[src/rtl/mtirp_pkg.sv]
// types, widths and constants shared by the impedance / resistivity / phase pipeline
`default_nettype none
package mtirp_pkg;

   localparam int CW           = 32;   // one field component, signed Q8.24
   localparam int NW           = 66;   // numerator / determinant component
   localparam int PW           = 133;  // cross products N * conj(D)
   localparam int MW           = 132;  // squared magnitudes
   localparam int RW           = 48;   // resistivity and its scale register
   localparam int QW           = 180;  // dividend |N|^2 * inv_omega_mu
   localparam int XW           = 33;   // cordic x / y
   localparam int ZW           = 25;   // cordic angle, degrees Q.16
   localparam int FIT_BITS     = 30;
   localparam int NORM_STEPS   = 7;
   localparam int CORDIC_STEPS = 20;
   localparam int PHASE_LIM    = 23040;

   typedef logic signed [ZW-1:0] ang_type;

   localparam ang_type ATAN_TBL [CORDIC_STEPS] = '{
      25'sd2949120, 25'sd1740967, 25'sd919879, 25'sd466945, 25'sd234379,
      25'sd117304,  25'sd58666,   25'sd29335,  25'sd14668,  25'sd7334,
      25'sd3667,    25'sd1833,    25'sd917,    25'sd458,    25'sd229,
      25'sd115,     25'sd57,      25'sd29,     25'sd14,     25'sd7
   };

   typedef struct packed {
      logic signed [CW-1:0] re;
      logic signed [CW-1:0] im;
   } cpx_type;

   typedef struct packed {
      logic [63:0] ex_pol1;
      logic [63:0] ey_pol1;
      logic [63:0] hx_pol1;
      logic [63:0] hy_pol1;
      logic [63:0] ex_pol2;
      logic [63:0] ey_pol2;
      logic [63:0] hx_pol2;
      logic [63:0] hy_pol2;
   } req_type;

   typedef struct packed {
      logic signed [15:0] phase_xx;
      logic signed [15:0] phase_xy;
      logic signed [15:0] phase_yx;
      logic signed [15:0] phase_yy;
      logic [RW-1:0]      rho_xx;
      logic [RW-1:0]      rho_xy;
      logic [RW-1:0]      rho_yx;
      logic [RW-1:0]      rho_yy;
      logic               status;
   } rsp_type;

   typedef struct packed {
      logic im_zero;
      logic re_zero;
      logic im_neg;
      logic pos;
   } phflag_type;

   typedef struct packed {
      logic [PW-1:0] xa;
      logic [PW-1:0] ya;
      logic [PW-1:0] mx;
      phflag_type    flg;
   } norm_type;

   typedef struct packed {
      logic signed [XW-1:0] x;
      logic signed [XW-1:0] y;
      ang_type              z;
      phflag_type           flg;
   } cord_type;

   typedef struct packed {
      logic [QW-1:0] rem;
      logic [MW-1:0] den;
      logic [RW-1:0] quo;
      logic          ovf;
   } div_type;

endpackage
`default_nettype wire

[src/rtl/mtirp_norm_cell.sv]
// one normalize cell: shifts both magnitudes right by SHIFT when the larger exceeds 29+SHIFT bits
`default_nettype none
module mtirp_norm_cell import mtirp_pkg::*; #(
   parameter int SHIFT = 1
) (
   input  logic     clock,
   input  norm_type cell_i,
   output norm_type cell_o
);
   norm_type cell_in;
   norm_type cell_ff;

   always_comb begin
      cell_in = cell_i;
      if (cell_i.mx[PW-1:FIT_BITS-1+SHIFT] != '0) begin
         cell_in.xa = cell_i.xa >> SHIFT;
         cell_in.ya = cell_i.ya >> SHIFT;
         cell_in.mx = cell_i.mx >> SHIFT;
      end
   end

   always_ff @(posedge clock) begin
      cell_ff <= cell_in;
   end

   assign cell_o = cell_ff;

endmodule
`default_nettype wire

[config.mk]
export PLATFORM = sky130hd
export DESIGN_NAME = mtirp_norm_cell
export DESIGN_NICKNAME = d
export VERILOG_FILES = /design/src/rtl/mtirp_pkg.sv /design/src/rtl/mtirp_norm_cell.sv
export SDC_FILE = /design/constraint.sdc
export NUM_CORES = 1
export LEC_CHECK = 0
export ABC_CLOCK_PERIOD_IN_PS = 2100
export CAP_MARGIN = 20
export CORE_AREA = 2 2 317 319
export DETAILED_ROUTE_END_ITERATION = 10
export DIE_AREA = 0 0 319 321
export DONT_BUFFER_PORTS = 1
export MAX_ROUTING_LAYER = met4
export PLACE_DENSITY = 0.31
export SLEW_MARGIN = 20
export SYNTH_ARGS = -nofsm -noshare
export SYNTH_HDL_FRONTEND = slang
export SYNTH_SLANG_ARGS = --single-unit
[constraint.sdc]
create_clock -name clock -period 2.1 [get_ports clock]
set_clock_uncertainty 0.2 [all_clocks]
set_input_delay 0.315 -clock clock [delete_from_list [all_inputs] [get_ports clock]]
set_output_delay 0.315 -clock clock [all_outputs]
set_load 0.02 [all_outputs]
### Yosys cells after proc, flatten, opt, wreduce, memory -nomap -nowiden

Cells that the tools add are included.

| word-level totals | value |
|---|---|
| bits in registers | 403 |
| word-level logic and storage cells | 12 |

| cells by class | value |
|---|---|
| reduce and logical (&&, ||, !) cells | 1 |
| mux-type cells | 1 |

Operators by type and width:

| kind | number |
|---|---|
| $mux W398 | 1 |
| $reduce_bool A103 Y1 | 1 |

### Depth between registers and ports, before layout

Gate-level depths: netlist of the first run.

| depth | value |
|---|---|
| word-level depth | 2 |
| mapped depth | 7 |
| gate-level depth less buffers | 5 |

### Worst setup path after synthesis of the first run

No wires, ideal clock.

| timing | value |
|---|---|
| path type | input-to-reg |
| start point | input port cell_i[84] (netlist bit) |
| end point | register cell_ff, in the netlist cell_o[137] |
| path buffers | 2 |
| arrival time | 1833 ps |
| stages | 7 |
| slack | -54 ps |
| library setup time | 121 ps |
| cells stage by stage | nor4_1 > nand4_1 > nor4_2 > nand2_2 > buf_6 > buf_6 > mux2_4 |

RTL lines:

| item | line | source |
|---|---|---|
| from (decl) | mtirp_norm_cell.sv:7 | `input norm_type cell_i,` |
| to (signal assigned) | mtirp_norm_cell.sv:23 | `cell_ff <= cell_in;` |
| to (decl) | mtirp_norm_cell.sv:11 | `norm_type cell_ff;` |

==> flow_summary.yaml, run 1 <==
power:
  power_uw: 18900
  leakagePower_uw: 0.008973
  power_density_nw_per_um2: 915.5
  irDropWorstVdd_uv: 488.5
sta:
  fmax_ghz: 0.4781
  setup-violations-final: 0
  rsz0062_at_grt: "false"
  report.final.slew_viol_count: 0
  period_share: 0.9960
  slew_headroom: 0.5789
  worst_slack_ns: 0.008320
  min_period_ns: 2.092
  finalHoldViolCount: 0
  tightest_slew_ns: 0.6308
routing:
  firstDrtPassIters: 4
  routed_wirelength_um: 52710
  wl_per_cell_um: 20.37
  drc: 0
  avgViaCountPerCell: 3.129
  detail-route-antenna-nets: 0
  drt_iter0_markers: 176
  vias: 8096
clocking:
  postCtsSetupRepairBufs: 0
  cts_tree: "built"
  cts_max_level: 2
  clock_path_buffers: 3
  cts.clk_slew.worst_paths_ns: 0.06
  clock-sinks: 403
  cts_inserted_buffers: 48
  cts_root_buf: "clkbuf_16"
finish:
  final_cells: 2587
  syn2layout_area_growth_pct: 54.53
  largest_reg_flops: 403
  final_layout_size_suffix_gt1_frac: 0.3247
  final_common_cell: "dlygate4sd3_1"
  final.fill_count: 10560
  layout_common_cells: "422 x dlygate4sd3_1, 403 x dfxtp_1, 270 x mux2_4"
  nets: 1649
  postLayoutCellArea_um2: 20650
floorplan:
  pin_count: 807
  die_w_um: 319
  core_um2: 99280
  die-area_um2: 102400
  start_util: 0.1346
  die-height_um: 321
  row_count: 116
placed_design:
  hpwl_um: 40090
  portBuffers: 0
  placed_cell_area_um2: 14690
  pre_cts_ws_ns: -0.6203
  placed_cells: 2071
  gp_congestion: 0.7800
logic_synthesis:
  syn_area_um2: 13360
  synth_top_area_cell: "dfxtp_1"
  synth_top_cell_area_share: 0.6037
  synth.area.top_cells: "dfxtp_1 60%, mux2_4 30%, clkbuf_1 2.9%, buf_6 2.5%, mux2_2 1.9%"
  ys_seq_area_frac: 0.6037
  netlist_instances: 870
  synth_fp_nets: 1274
  synth.distinct_cells: 15
  avgSynthCellArea_um2: 15.36
  ys.warnings.count: 0
  ys_seq_elements: 403
setup_path:
  endpoint_kind: "flip-flop"
  max_stage_delay_ns: 0.37
  critPathRequiredTime_ns: 2.37
  critPathMaxFanout: 14
  critical_path_class: "in -> reg"
  cp_cell_sequence: "nor4_1, buf_4, nand4_1, nor3_1, buf_4, nand2_8, buf_12, buf_4, mux2_4"
  cp_common_cell: "buf_4"
  cp_slowest_cell: "nor4_1"
  worstSetupStartpointType: "input port"
  crit_arrival_ns: 2.36
worst_hold_path:
  min_to: "cell_o[68]"
  min_path_type: "in -> reg"
  hold_start: "cell_i[69]"
  holdPathStages: 1
global_route:
  grt_util_all_layers: 0.1006
  antenna_found_initial: 8
  overflow: 0
  grt_start_max_net_pins: 33
  grt_pass1_wl_um: 70880
  grt_pass1_vias: 9342
run_status:
  status: "finished clean"
job:
  drv_cap: 0
==> cell families (layout without fill, tap and decap cells) <==
family,count (synthesis),count (layout),share of synthesized area
simple gates,38,38,0.01788
other cells,1,9,0.0002806
flops,403,403,0.6037
compound gates,1,1,0.0006556
mux,293,293,0.3228
buf+inv,134,545,0.05468
==> synthesized netlist by cell type <==
cell type  instances
nor4_1            25
a31o_2             1
and3_1             2
nand2_2            1
nor4_2             1
buf_2              2
mux2_2            23
mux2_4           270
nor3_1             2
nand4_1            6
conb_1             1
nand2_1            1
clkbuf_1         102
dfxtp_1          403
buf_6             30
==> layer usage <==
layer | GRT usage | wire length [um]
met5 | - | 0
met4 | 0.03868 | 1861
met3 | 0.04659 | 5512
met2 | 0.1900 | 28820
met1 | 0.08512 | 16520
==> cell type report <==
type                       instances  area [um2]  area share
multi-input combinational        333        4614      0.2235
sequential                       403        8068      0.3907
tap                             1298        1624     0.07865
clock buffer                      65        1375     0.06659
clock inverter                    21       309.0     0.01497
antenna                            8       20.02   0.0009695
timing repair buffer             459        4639      0.2247
==> critical path, delay by kind of cell <==
| kind | cells | cell delay (ns) |
|---|---|---|
| and+or+nand+nor | 4 | 0.93 |
| buffers and inverters | 4 | 0.74 |
| muxes | 1 | 0.32 |
==> per-stage QoR <==
step | setup TNS [ns] | util | hold WS, ns
2_1_floorplan | -14.38 | - | 0.1427
6_report | 0 | 0.2080 | 0.05291
5_1_grt | 0 | 0.2080 | 0.009204
3_5_place_dp | -169.25 | 0.1479 | 0.1428
4_1_cts | 0 | 0.2074 | 0.0003722
3_3_place_gp | -163.96 | 0.1479 | 0.1428
==> what timing repair did <==
action | 4_1_cts | 5_1_grt
resized for setup | 0 | 5
hold endpoints to repair | 402 | 0
endpoints found under the setup margin | 0 | 289
hold buffers | 422 | 0
==> power breakdown <==
group	switching, uW	internal [uW]
logic	367	897
clock network	3460	5340
registers	775	8070
==> worst max-delay path by stage <==
stage	from	endpoint	slack, ns	depth (start not counted)
2_1_floorplan	cell_i[84]	cell_o[137]	-0.05	7
5_1_grt	cell_i[44]	cell_o[367]	0.007	8
3_5_place_dp	cell_i[108]	cell_o[367]	-0.62	9
6_report	cell_i[37]	cell_o[367]	0.008	9
4_1_cts	cell_i[108]	cell_o[367]	0.01	9
3_3_place_gp	cell_i[129]	cell_o[367]	-0.60	9
No activity file was read; power rests on OpenSTA's default activity.
==> run 2, diff against run 1 <==
--- a/config.mk
+++ b/config.mk
@@ -7,9 +7,9 @@
 export LEC_CHECK = 0
 export ABC_CLOCK_PERIOD_IN_PS = 2100
 export CAP_MARGIN = 20
-export CORE_AREA = 2 2 317 319
+export CORE_AREA = 2 2 312 314
 export DETAILED_ROUTE_END_ITERATION = 10
-export DIE_AREA = 0 0 319 321
+export DIE_AREA = 0 0 314 316
 export DONT_BUFFER_PORTS = 1
 export MAX_ROUTING_LAYER = met4
 export PLACE_DENSITY = 0.31
==> run 2 against run 1 <==
  * Die area is 3.1% lower
  * Critical path depth up 1
  * Clock-buffer cell count unchanged
  * Final area fell by 1.9%
  * Sequential share of layout area is 0.76 points higher
==> flow_summary.yaml, run 2 (same netlist as run 1, synthesis figures left out) <==
setup_path:
  critPathRequiredTime_ns: 2.35
  cp_cell_sequence: "nor4_2, buf_4, nand4_1, buf_4, nor4_2, buf_4, nand2_8, buf_12, buf_12, mux2_4"
  cp_slowest_cell: "mux2_4"
  cp_common_cell: "buf_4"
  critical_path_class: "in -> reg"
  max_stage_delay_ns: 0.32
  critPathMaxFanout: 29
  worstSetupStartpointType: "input port"
  endpoint_kind: "flip-flop"
  crit_arrival_ns: 2.22
run_status:
  status: "finished clean"
placed_design:
  hpwl_um: 39560
  gp_congestion: 0.7867
  portBuffers: 0
  pre_cts_ws_ns: -0.5461
  placed_cells: 2049
clocking:
  clock_path_buffers: 3
  cts.clk_slew.worst_paths_ns: 0.06
  cts_inserted_buffers: 46
  postCtsSetupRepairBufs: 0
  cts_root_buf: "clkbuf_16"
  clock-sinks: 403
  cts_max_level: 2
  cts_tree: "built"
floorplan:
  row_count: 114
  die-height_um: 316
  die-area_um2: 99220
  pin_count: 807
  start_util: 0.1392
  die_w_um: 314
  core_um2: 95990
global_route:
  grt_util_all_layers: 0.09690
  antenna_found_initial: 11
  grt_start_max_net_pins: 30
  grt_pass1_vias: 8950
  overflow: 0
  grt_pass1_wl_um: 66230
routing:
  drt_iter0_markers: 185
  wl_per_cell_um: 19.73
  drc: 0
  detail-route-antenna-nets: 0
  vias: 7905
  routed_wirelength_um: 50070
  avgViaCountPerCell: 3.115
  firstDrtPassIters: 4
finish:
  final_cells: 2538
  final_layout_size_suffix_gt1_frac: 0.3211
  fin_util: 0.2110
  largest_reg_flops: 403
  layout_common_cells: "404 x dlygate4sd3_1, 403 x dfxtp_1, 270 x mux2_4"
  final_common_cell: "dlygate4sd3_1"
  nets: 1629
  syn2layout_area_growth_pct: 51.59
power:
  leakagePower_uw: 0.008810
  irDropWorstVdd_uv: 549.7
  power_density_nw_per_um2: 910.4
worst_hold_path:
  min_path_type: "in -> reg"
sta:
  setup-violations-final: 0
  worst_slack_ns: 0.1391
  period_share: 0.9338
  finalHoldViolCount: 0
  min_period_ns: 1.961
  holdWs_ns: 0.07658
  fin_tns_setup_ns: 0
  fmax_ghz: 0.5100
  rsz0062_at_grt: "false"
  report.final.slew_viol_count: 0
job:
  drv_cap: 0
==> run 2: changes by cell type in the layout (fill, tap and decap cells not counted), sizes merged <==
cell,change
inv,+2
dlygate4sd3,-18
clkinv,-4
diode,-4
clkinvlp,-3
==> run 2: final timing paths <==
| check | to | startpoint | cells past startpoint | slack [ns] |
|---|---|---|---|---|
| setup / recovery | cell_o[276] | cell_i[112] | 10 | 0.14 |
| hold / removal | cell_o[104] | cell_i[105] | 1 | 0.08 |
==> run 2: layout make-up <==
class | instances | area (um2)
repair buffers | 441 | 4434
clock buffers | 65 | 1314
diodes | 4 | 10.01
well taps | 1276 | 1597
fillers | 10260 | 75740
multi-input cells | 333 | 4584
clock inverters | 16 | 250.2
flip-flops and latches | 403 | 8068
==> run 2: layer usage <==
layer	GRT usage	vias up	routed length [um]
li1	-	3609	-
met1	0.08981	3690	16770
met2	0.1779	533	26480
met3	0.03588	73	4959
met4	0.04165	0	1865
met5	-	-	0
==> run 2: worst max-delay path: cells and delay by family <==
family        cells  cell delay (ns)
buf+inv           5             0.85
mux               1             0.32
simple gates      4             0.67
==> run 2: timing repair <==
item,in CTS,in global routing
gates resized for setup,0,1
hold endpoints to repair,402,0
hold buffers,404,0
endpoints found under the setup margin,0,20
==> run 2: per-stage QoR <==
step / cell area, um2 / total power, uW
after floorplan: 13360 / 9321
after global placement: 14630 / 9478
after detailed placement: 14630 / 9468
after CTS: 20240 / 18780
after global routing: 20260 / 19170
final: 20260 / 18440
==> run 2: power by group <==
group | total, uW | switching [uW] | internal, uW | leakage [uW]
sequential | 8840 | 769 | 8070 | 0.00340
clock | 8380 | 3290 | 5090 | 0.000761
combinational | 1230 | 353 | 872 | 0.00465
total | 18400 | 4410 | 14000 | 0.00881
