--- src/rtl/mtirp_pkg.sv ---
// types, widths and constants shared by the impedance / resistivity / phase pipeline
`default_nettype none
package mtirp_pkg;

   localparam int CW           = 32;   // one field component, signed Q8.24
   localparam int NW           = 66;   // numerator / determinant component
   localparam int PW           = 133;  // cross products N * conj(D)
   localparam int MW           = 132;  // squared magnitudes
   localparam int RW           = 48;   // resistivity and its scale register
   localparam int QW           = 180;  // dividend |N|^2 * inv_omega_mu
   localparam int XW           = 33;   // cordic x / y
   localparam int ZW           = 25;   // cordic angle, degrees Q.16
   localparam int FIT_BITS     = 30;
   localparam int NORM_STEPS   = 7;
   localparam int CORDIC_STEPS = 20;
   localparam int PHASE_LIM    = 23040;

   typedef logic signed [ZW-1:0] ang_type;

   localparam ang_type ATAN_TBL [CORDIC_STEPS] = '{
      25'sd2949120, 25'sd1740967, 25'sd919879, 25'sd466945, 25'sd234379,
      25'sd117304,  25'sd58666,   25'sd29335,  25'sd14668,  25'sd7334,
      25'sd3667,    25'sd1833,    25'sd917,    25'sd458,    25'sd229,
      25'sd115,     25'sd57,      25'sd29,     25'sd14,     25'sd7
   };

   typedef struct packed {
      logic signed [CW-1:0] re;
      logic signed [CW-1:0] im;
   } cpx_type;

   typedef struct packed {
      logic [63:0] ex_pol1;
      logic [63:0] ey_pol1;
      logic [63:0] hx_pol1;
      logic [63:0] hy_pol1;
      logic [63:0] ex_pol2;
      logic [63:0] ey_pol2;
      logic [63:0] hx_pol2;
      logic [63:0] hy_pol2;
   } req_type;

   typedef struct packed {
      logic signed [15:0] phase_xx;
      logic signed [15:0] phase_xy;
      logic signed [15:0] phase_yx;
      logic signed [15:0] phase_yy;
      logic [RW-1:0]      rho_xx;
      logic [RW-1:0]      rho_xy;
      logic [RW-1:0]      rho_yx;
      logic [RW-1:0]      rho_yy;
      logic               status;
   } rsp_type;

   typedef struct packed {
      logic im_zero;
      logic re_zero;
      logic im_neg;
      logic pos;
   } phflag_type;

   typedef struct packed {
      logic [PW-1:0] xa;
      logic [PW-1:0] ya;
      logic [PW-1:0] mx;
      phflag_type    flg;
   } norm_type;

   typedef struct packed {
      logic signed [XW-1:0] x;
      logic signed [XW-1:0] y;
      ang_type              z;
      phflag_type           flg;
   } cord_type;

   typedef struct packed {
      logic [QW-1:0] rem;
      logic [MW-1:0] den;
      logic [RW-1:0] quo;
      logic          ovf;
   } div_type;

endpackage
`default_nettype wire

--- src/rtl/mtirp_div_cell.sv ---
// one restoring division cell, settles one quotient bit
`default_nettype none
module mtirp_div_cell import mtirp_pkg::*; #(
   parameter int BIT = 0
) (
   input  logic    clock,
   input  div_type cell_i,
   output div_type cell_o
);
   div_type       cell_in;
   div_type       cell_ff;
   logic [QW-1:0] sub_w;
   logic [QW:0]   diff;

   always_comb begin
      cell_in = cell_i;
      sub_w   = QW'(cell_i.den) << BIT;
      diff    = {1'b0, cell_i.rem} - {1'b0, sub_w};
      if (!diff[QW]) begin
         cell_in.rem      = diff[QW-1:0];
         cell_in.quo[BIT] = 1'b1;
      end
   end

   always_ff @(posedge clock) begin
      cell_ff <= cell_in;
   end

   assign cell_o = cell_ff;

endmodule
`default_nettype wire

--- config.mk ---
export PLATFORM = sky130hd
export DESIGN_NAME = mtirp_div_cell
export DESIGN_NICKNAME = d
export VERILOG_FILES = /design/src/rtl/mtirp_pkg.sv /design/src/rtl/mtirp_div_cell.sv
export SDC_FILE = /design/constraint.sdc
export NUM_CORES = 1
export LEC_CHECK = 0
export BUFFER_PORTS_ARGS = -buffer_cell sky130_fd_sc_hd__buf_2
export CORE_AREA = 8 8 272 274
export CTS_BUF_LIST = sky130_fd_sc_hd__clkbuf_8
export DETAILED_ROUTE_END_ITERATION = 8
export DIE_AREA = 0 0 280 282
export SETUP_SLACK_MARGIN = 0.05
export SLEW_MARGIN = 25
export SYNTH_ARGS = -nofsm -noshare
export SYNTH_HDL_FRONTEND = slang
export SYNTH_SLANG_ARGS = --single-unit
--- constraint.sdc ---
create_clock -name clock -period 4.9 [get_ports clock]
set_clock_uncertainty 0.05 [all_clocks]
set_input_delay 0.98 -clock clock [delete_from_list [all_inputs] [get_ports clock]]
set_output_delay 0.98 -clock clock [all_outputs]
set_load 0.005 [all_outputs]
### Word-level counts from Yosys, hierarchy flattened

Cells that the tools add are included.

| storage, ports and cells | value |
|---|---|
| register bits after elaboration | 361 |
| bits of input ports | 362 |
| output and inout port bits | 361 |
| word-level logic and storage cells | 7 |

| operators by class | value |
|---|---|
| add/sub/neg operators | 1 |
| multiplexer cells | 1 |

Operator list:

| operator | count |
|---|---|
| 180-bit by 132-bit subtractor with 181-bit output | 1 |
| 180-bit 2-to-1 mux | 1 |

### Logic depth before layout (Yosys ltp)

Gate-level depths: netlist of the first run.

| depth | value |
|---|---|
| depth after elaboration | 2 |
| mapped depth | 16 |
| mapped depth without buffers | 14 |

### Worst setup path before layout of the first run

Ideal clock, no wire load.

| path | value |
|---|---|
| kind | in2reg |
| start | in cell_i[181] (netlist name) |
| end | reg cell_ff (netlist bit cell_o[358]) |
| setup time | 0.119 ns |
| arrival time | 3.769 ns |
| required time | 4.731 ns |
| setup slack | 0.963 ns |
| cell stages on the path | 16 |
| path buffers | 2 |
| path through | inv_1 -> ha_1 -> fa_1 -> or2b_1 -> a21oi_1 -> o2111a_1 -> o2111ai_1 -> nand4b_1 -> a211o_2 -> o21ai_4 -> buf_4 -> a311oi_1 -> and2_4 -> buf_6 -> nand3_1 -> xnor2_1 |

RTL lines:

| item | RTL line | RTL |
|---|---|---|
| from (decl) | mtirp_div_cell.sv:7 | `input div_type cell_i,` |
| to (signal assigned) | mtirp_div_cell.sv:26 | `cell_ff <= cell_in;` |
| to (decl) | mtirp_div_cell.sv:11 | `div_type cell_ff;` |

==> results of run 1 <==
## per-stage QoR
step	power [mW]	hold slack (ns)	setup WS, ns	util	setup TNS [ns]
2_1_floorplan	4.640	0.9577	0.9626	-	0
3_3_place_gp	5.884	1.032	0.003903	0.3578	0
3_5_place_dp	5.877	1.034	-0.02698	0.3578	-0.02698
4_1_cts	9.137	0.3062	0.6861	0.3791	0
5_1_grt	9.517	0.3310	0.4859	0.3792	0
6_report	9.032	0.3865	0.5555	0.3794	0
## kinds of logic after synthesis
logic type / after synthesis / share of synthesized area
and+or+nand+nor: 814 / 0.1915
AOI/OAI and AO/OA: 736 / 0.2265
DFF: 361 / 0.3637
buffers and inverters: 271 / 0.05743
xor gates and xnor gates: 174 / 0.07670
adders and majority gates: 133 / 0.08413
## path summary, 6_finish.rpt
| kind | end | slack [ns] | depth (start not counted) |
|---|---|---|---|
| max | cell_o[317] | 0.56 | 16 |
| min | cell_o[26] | 0.39 | 1 |
## cells in the final DEF, fill, tap and decap left out, types with 8 or more instances in the layout
master / instances
sky130_fd_sc_hd__a21o_1: 54
sky130_fd_sc_hd__dfxtp_1: 361
sky130_fd_sc_hd__xor2_1: 90
sky130_fd_sc_hd__o21ai_0: 252
sky130_fd_sc_hd__o21a_1: 25
sky130_fd_sc_hd__a31oi_1: 28
sky130_fd_sc_hd__ha_1: 132
sky130_fd_sc_hd__nor3_1: 66
sky130_fd_sc_hd__o311ai_0: 9
sky130_fd_sc_hd__buf_2: 722
sky130_fd_sc_hd__nand2_1: 339
sky130_fd_sc_hd__a211oi_1: 10
sky130_fd_sc_hd__and2_1: 12
sky130_fd_sc_hd__xnor2_1: 84
sky130_fd_sc_hd__or3_1: 17
sky130_fd_sc_hd__nand4_1: 72
sky130_fd_sc_hd__o211ai_1: 20
sky130_fd_sc_hd__o31ai_1: 12
sky130_fd_sc_hd__nand2b_1: 18
sky130_fd_sc_hd__o21bai_1: 33
sky130_fd_sc_hd__clkinv_2: 12
sky130_fd_sc_hd__nand3_1: 28
sky130_fd_sc_hd__clkbuf_8: 86
sky130_fd_sc_hd__nor2_1: 175
sky130_fd_sc_hd__buf_4: 89
sky130_fd_sc_hd__nor2b_1: 8
sky130_fd_sc_hd__diode_2: 8
sky130_fd_sc_hd__and3_1: 16
sky130_fd_sc_hd__a21boi_0: 16
sky130_fd_sc_hd__nor4_1: 21
sky130_fd_sc_hd__inv_1: 184
sky130_fd_sc_hd__a21oi_1: 211
## routing by layer
layer,wire length (microns),track usage
met5,26,0
met1,39820,0.2800
met4,2283,0.06211
met3,7678,0.06006
met2,43610,0.3732
## power groups by stage
stage / sequential, mW / clock, mW / combinational, mW
detailed placement: 3.46 / 0 / 2.41
global placement: 3.46 / 0 / 2.42
CTS: 3.40 / 3.30 / 2.43
finish: 3.40 / 3.21 / 2.42
global route: 3.43 / 3.44 / 2.64
floorplan: 3.50 / 0 / 1.14
## cell type report
type | count | area (sq um) | area share
Clock buffer | 86 | 1184 | 0.04486
Antenna cell | 8 | 20.02 | 0.0007588
Tap cell | 940 | 1176 | 0.04458
Inverter | 170 | 638.1 | 0.02419
Timing Repair Buffer | 814 | 4342 | 0.1646
Sequential cell | 361 | 7227 | 0.2739
Multi-Input combinational cell | 1857 | 11500 | 0.4359
Clock inverter | 38 | 295.3 | 0.01119
## cells in the mapped netlist (5+ instances only)
cell type / number
sky130_fd_sc_hd__or2_2: 6
sky130_fd_sc_hd__dfxtp_1: 361
sky130_fd_sc_hd__a21o_1: 54
sky130_fd_sc_hd__nand2_1: 339
sky130_fd_sc_hd__and3_1: 16
sky130_fd_sc_hd__nor2_1: 175
sky130_fd_sc_hd__buf_4: 12
sky130_fd_sc_hd__xor2_1: 90
sky130_fd_sc_hd__o21bai_1: 33
sky130_fd_sc_hd__o211ai_1: 20
sky130_fd_sc_hd__nor3_1: 66
sky130_fd_sc_hd__ha_1: 132
sky130_fd_sc_hd__a211oi_1: 10
sky130_fd_sc_hd__o31ai_1: 12
sky130_fd_sc_hd__o21ai_1: 6
sky130_fd_sc_hd__nor2b_1: 8
sky130_fd_sc_hd__clkbuf_1: 41
sky130_fd_sc_hd__nand3_1: 28
sky130_fd_sc_hd__and2_1: 12
sky130_fd_sc_hd__xnor2_1: 84
sky130_fd_sc_hd__o311ai_0: 9
sky130_fd_sc_hd__a31oi_1: 28
sky130_fd_sc_hd__o21a_1: 25
sky130_fd_sc_hd__nor4_1: 21
sky130_fd_sc_hd__o2111ai_1: 5
sky130_fd_sc_hd__nand4b_1: 5
sky130_fd_sc_hd__or4_1: 5
sky130_fd_sc_hd__a21oi_1: 211
sky130_fd_sc_hd__a21boi_0: 16
sky130_fd_sc_hd__buf_2: 39
sky130_fd_sc_hd__or3_1: 17
sky130_fd_sc_hd__o21ai_0: 252
sky130_fd_sc_hd__nand2b_1: 18
sky130_fd_sc_hd__inv_1: 170
sky130_fd_sc_hd__and4_1: 6
sky130_fd_sc_hd__clkbuf_2: 6
sky130_fd_sc_hd__nand4_1: 72
==> Implementation_results.wiki, run 1 <==
{| class="wikitable"
! Metric !! Value
|-
| Outcome || completed
|-
| Per-cell routed wire length || about 22 microns
|-
| Count of filler cells inserted in the layout || between 7,000 and 8,000
|-
| Final number of max-transition violations || 0
|-
| Maximum net fanout on the critical path || 5
|-
| Number of flip-flops and latches in the synthesized netlist || roughly 360
|-
| Vias per cell || ~4.9
|-
| Share of the clock period used by the worst path after layout || 0.8866
|-
| H-tree depth reported by CTS || 3
|-
| Top cells by area, synth || sky130_fd_sc_hd__dfxtp_1 (36%), sky130_fd_sc_hd__ha_1 (8.3%), sky130_fd_sc_hd__nand2_1 (6.4%)
|-
| Overall die width || approximately 280 microns
|-
| Flip-flop count of the largest register after layout || about 360
|-
| Placement-stage cell area || about 25,000 sq um
|-
| Antenna violations before repair || 16
|-
| Overall fraction of global-route tracks in use || 0.2228
|-
| Number of gates resized after cts || 0
|-
| Leakage power total || about 12 nW
|-
| Transition at the pin with the smallest max-transition slack || around 0.96 ns
|-
| Number of setup violations in the final report || 0
|-
| Final estimated routing congestion in global placement || roughly 0.95
|-
| Core area || just under 70,000 sq um
|-
| Cell with the most instances on the worst path || sky130_fd_sc_hd__a21oi_1
|-
| Number of buffers and inverters on the critical path || 3
|-
| Final Hold Vio Count || 0
|-
| Leading area contributor after synthesis || sky130_fd_sc_hd__dfxtp_1
|-
| Combinational group share of total power || 0.268
|-
| Avg Synthesized Cell Area || approximately 8.0 sq um
|-
| Net count, final || approximately 3,800
|-
| Cell family with most CP delay || compound AO/OA/AOI/OAI gates
|-
| Number of global-route vias before repair || 21,210
|-
| Final Routed Wirelength || 93,420 microns
|-
| ANT nets after route || 0
|-
| Summed area of non-filler cells in the final layout || about 26,000 sq um
|-
| Sw frac || 0.3294
|-
| Proportion of synthesized flip-flops having asynchronous set or reset || 0
|-
| Number of flops mapped to enable cells by yosys || 0
|-
| Share of cells above drive strength 1 || 0.2865
|-
| Type of the tightest min-delay check || input port to flop
|-
| Netlist Area Pre-Place || approximately 20,000 sq um
|-
| Share of Yosys cell area claimed by the top area cell type || 0.3637
|-
| Num CTS Buffers || 69
|-
| FP Rows || between 90 and 100
|-
| Clock slew at reported path FFs || 0.06 ns
|-
| Global-route wire length before repair || 134,500 microns
|-
| Placed cell count || roughly 4,100
|-
| Worst stage delay on the critical path || ~0.45 ns
|-
| Area of the die || roughly 80,000 sq um
|-
| Number of buffers inserted by port buffering || 722
|-
| Power share of the clock group || 0.355
|-
| Net count after synthesis || 2,984
|-
| Half-perimeter wire length after detailed placement || ~80,000 microns
|-
| Slew HR || 0.3451
|-
| CTS sink count || approximately 360
|-
| Type of destination of the critical path || flop
|-
| Critical path required time || 5.42 ns
|-
| Worst setup path class || input port to flop
|-
| Switching Power || between 2 and 3 mW
|-
| Hold Buf Count CTS || 0
|-
| Cell Int Power || ~6 mW
|-
| Yosys cell types || 83
|-
| Final cell count without fillers || approximately 4,300
|-
| Achievable Freq || 0.2302 GHz
|-
| Starting utilization of the core area || 0.2857
|-
| Io pins || slightly above 700
|-
| Post-CTS repair timing setup buffer count || 0
|-
| Proportion of synthesized chip area in sequential cells || 0.3637
|-
| Crit-path cells || buf_2 -> inv_1 -> ha_1 -> fa_1 -> or2b_1 -> a21oi_1 -> o2111a_1 -> o2111ai_1 -> nand4b_1 -> buf_4 -> a211o_2 -> a21oi_1 -> o21ai_0 -> a31oi_1 -> o31ai_1 -> xnor2_1
|-
| Startpoint kind of the worst setup timing path || input port
|-
| CTS tree || built
|-
| Count of TritonRoute iterations in the first routing pass || 6
|-
| DRT iter0 DRCs || 1,302
|-
| Data arrival time of the critical path || 4.86 ns
|-
| Count of warnings emitted by yosys || 0
|-
| Die Y || between 200 and 300 microns
|-
| Sequential power share || 0.377
|-
| Number of violations of the max-capacitance limit || 0
|-
| DR vias || approximately 21,000
|-
| Total congestion overflow || 0
|-
| Pwr dens || around 340 nW/um^2
|-
| Leading register cell type out of synthesis || sky130_fd_sc_hd__dfxtp_1
|-
| First element of the critical path || cell_i[181]
|-
| CTS max path bufs || 3
|-
| RSZ-0062 raised after global routing || false
|-
| Area added between synthesis and finish || 32.78%
|-
| Maximum number of pins on one net before global-route repair || 73
|-
| Drt drc || 0
|-
| Mapped Cells || between 2,000 and 2,500
|-
| Startpoint of the most critical hold path || cell_i[26]
|-
| Time the final worst path needs with I/O delays and setup || between 4 and 5 ns
|-
| CTS Root Cell || sky130_fd_sc_hd__clkbuf_8
|-
| Slowest cell on the critical path || sky130_fd_sc_hd__o31ai_1
|-
| Worst supply voltage drop on vdd || 0.0002192 V
|}
Note: power is estimated with default switching activity, not from simulation.
==> run 2, diff against run 1 <==
CORE_AREA = 8 8 273 275   (was 8 8 272 274)
DIE_AREA = 0 0 281 283   (was 0 0 280 282)
clock period = 5.3 ns   (was 4.9 ns; I/O delays follow)
==> run 2 against run 1 <==
  * Count of clock-buffer cells in the layout rose by 3
  * Final area fell by 0.88%
  * Combinational power fell by 9.1%
  * Via count rose by 0.35%
  * Critical path type unchanged
  * Largest cell class unchanged
  * Largest power group unchanged
==> Implementation_results.wiki, run 2 (synthesized netlist as in run 1, its figures left out) <==
{| class="wikitable"
! Metric !! Value
|-
| Outcome || completed
|-
| Die Y || between 200 and 300 microns
|-
| Vias per cell || approximately 5
|-
| Drt drc || 0
|-
| Data arrival time of the critical path || around 5 ns
|-
| Post-CTS repair timing setup buffer count || 0
|-
| Worst supply voltage drop on vdd || around 0.00025 V
|-
| Global-route wire length before repair || roughly 130,000 microns
|-
| Length of routed met3 wiring || approximately 8500 microns
|-
| Count of filler cells inserted in the layout || ~7,500
|-
| Clock slew at reported path FFs || approximately 0.080 ns
|-
| Critical path required time || roughly 5.8 ns
|-
| RSZ-0062 raised after global routing || false
|-
| Net count, final || 3,724
|-
| Type of destination of the critical path || flop
|-
| Overall die width || about 280 microns
|-
| Pwr dens || between 300 and 400 nW/um^2
|-
| Leakage power total || between 10 and 15 nW
|-
| Cell family with most CP delay || compound AO/OA/AOI/OAI gates
|-
| Setup Total Neg Slack || 0 ns
|-
| Io pins || between 700 and 800
|-
| Final number of max-transition violations || 0
|-
| CTS sink count || between 300 and 400
|-
| Placed cell count || 4,109
|-
| Share of cells above drive strength 1 || 0.2780
|-
| Leading cell types in the layout, fill and taps excluded || sky130_fd_sc_hd__buf_2 (722), sky130_fd_sc_hd__dfxtp_1 (361), sky130_fd_sc_hd__nand2_1 (339)
|-
| Routed length on met2 || 42,630 microns
|-
| Number of gates resized after cts || 0
|-
| CTS Root Cell || sky130_fd_sc_hd__clkbuf_8
|-
| Num CTS Buffers || between 60 and 70
|-
| Area added between synthesis and finish || 31.61%
|-
| Post-route setup slack || 0.7445 ns
|-
| Total congestion overflow || 0
|-
| Final cell count without fillers || ~4,200
|-
| DRT iter0 DRCs || 1,531
|-
| Number of buffers and inverters on the critical path || 2
|-
| Flip-flop count of the largest register after layout || ~360
|-
| Startpoint kind of the worst setup timing path || input port
|-
| Maximum net fanout on the critical path || 4
|-
| Overall fraction of global-route tracks in use || 0.2194
|-
| FP Rows || a little under 100
|-
| Number of violations of the max-capacitance limit || 0
|-
| Worst setup path class || input port to flop
|-
| Area of the die || 79,520 sq um
|-
| Share of the clock period used by the worst path after layout || 0.8595
|-
| Transition at the pin with the smallest max-transition slack || 0.8773 ns
|-
| Hold Buf Count CTS || 0
|-
| H-tree depth reported by CTS || 3
|-
| DR vias || around 21,000
|-
| Summed area of non-filler cells in the final layout || ~26,000 sq um
|-
| Final Routed Wirelength || a little over 90,000 microns
|-
| Minimum setup slack after placement || between 0.2 and 0.3 ns
|-
| CTS tree || built
|-
| ANT nets after route || 0
|-
| Achievable Freq || ~0.22 GHz
|-
| Starting utilization of the core area || 0.2818
|-
| Final Hold Vio Count || 0
|-
| Number of setup violations in the final report || 0
|-
| Top routing layer in use || met5
|-
| CTS max path bufs || 3
|-
| Number of buffers inserted by port buffering || between 700 and 800
|-
| Count of TritonRoute iterations in the first routing pass || 6
|-
| Final estimated routing congestion in global placement || about 0.96
|-
| Number of global-route vias before repair || 20,750
|-
| Most frequent standard cell in the layout excluding fill and tap cells || sky130_fd_sc_hd__buf_2
|-
| Fin Hold WS || 0.4517 ns
|-
| Worst stage delay on the critical path || ~0.52 ns
|-
| Core area || between 70,000 and 80,000 sq um
|-
| Placement-stage cell area || 24,580 sq um
|-
| Slowest cell on the critical path || sky130_fd_sc_hd__o41ai_1
|-
| Maximum number of pins on one net before global-route repair || approximately 130
|-
| Slew HR || 0.4097
|-
| Time the final worst path needs with I/O delays and setup || 4.555 ns
|-
| Routed metal-1 wire length || between 30,000 and 40,000 microns
|-
| Antenna violations before repair || 25
|-
| Type of the tightest min-delay check || input port to flop
|-
| Half-perimeter wire length after detailed placement || between 70,000 and 80,000 microns
|-
| Crit-path cells || buf_2 -> ha_1 -> fa_1 -> or2b_1 -> a21oi_1 -> o2111ai_1 -> nand2_1 -> a21o_1 -> a31oi_1 -> o41ai_2 -> buf_4 -> a211oi_1 -> o41ai_1 -> xnor2_1
|-
| Per-cell routed wire length || approximately 22 microns
|}
==> run 2: stage by stage <==
step	total power [mW]	util
floorplan	4.290	-
global placement	5.386	0.3486
detailed placement	5.383	0.3486
CTS	8.524	0.3706
global route	8.889	0.3707
finish	8.439	0.3709
==> run 2: worst paths after layout <==
path,from,slack (ns),end,depth (start not counted)
min,cell_i[33],0.45,cell_o[33],1
max,cell_i[49],0.74,cell_o[319],14
==> run 2: metal layers <==
layer  vias up  GRT usage
met2       949     0.3643
met3       159    0.05853
met5         -          0
li1      10260          -
met1      9739     0.2767
met4        14    0.06283
==> run 2: report_power, final <==
part | internal, mW | switching, mW | leakage, nW
clock | 1.81 | 1.30 | 0.825
combinational | 0.851 | 1.35 | 8.12
sequential | 3.05 | 0.0875 | 3.05
==> run 2: layout make-up <==
cell class	instances	area, sq um	share of cell area
sequential	361	7227	0.2764
timing repair buffer	771	4019	0.1537
clock inverter	33	324.1	0.01239
tap	950	1189	0.04545
antenna	8	20.02	0.0007655
inverter	170	638.1	0.02440
multi-input combinational	1857	11510	0.4401
clock buffer	89	1225	0.04684
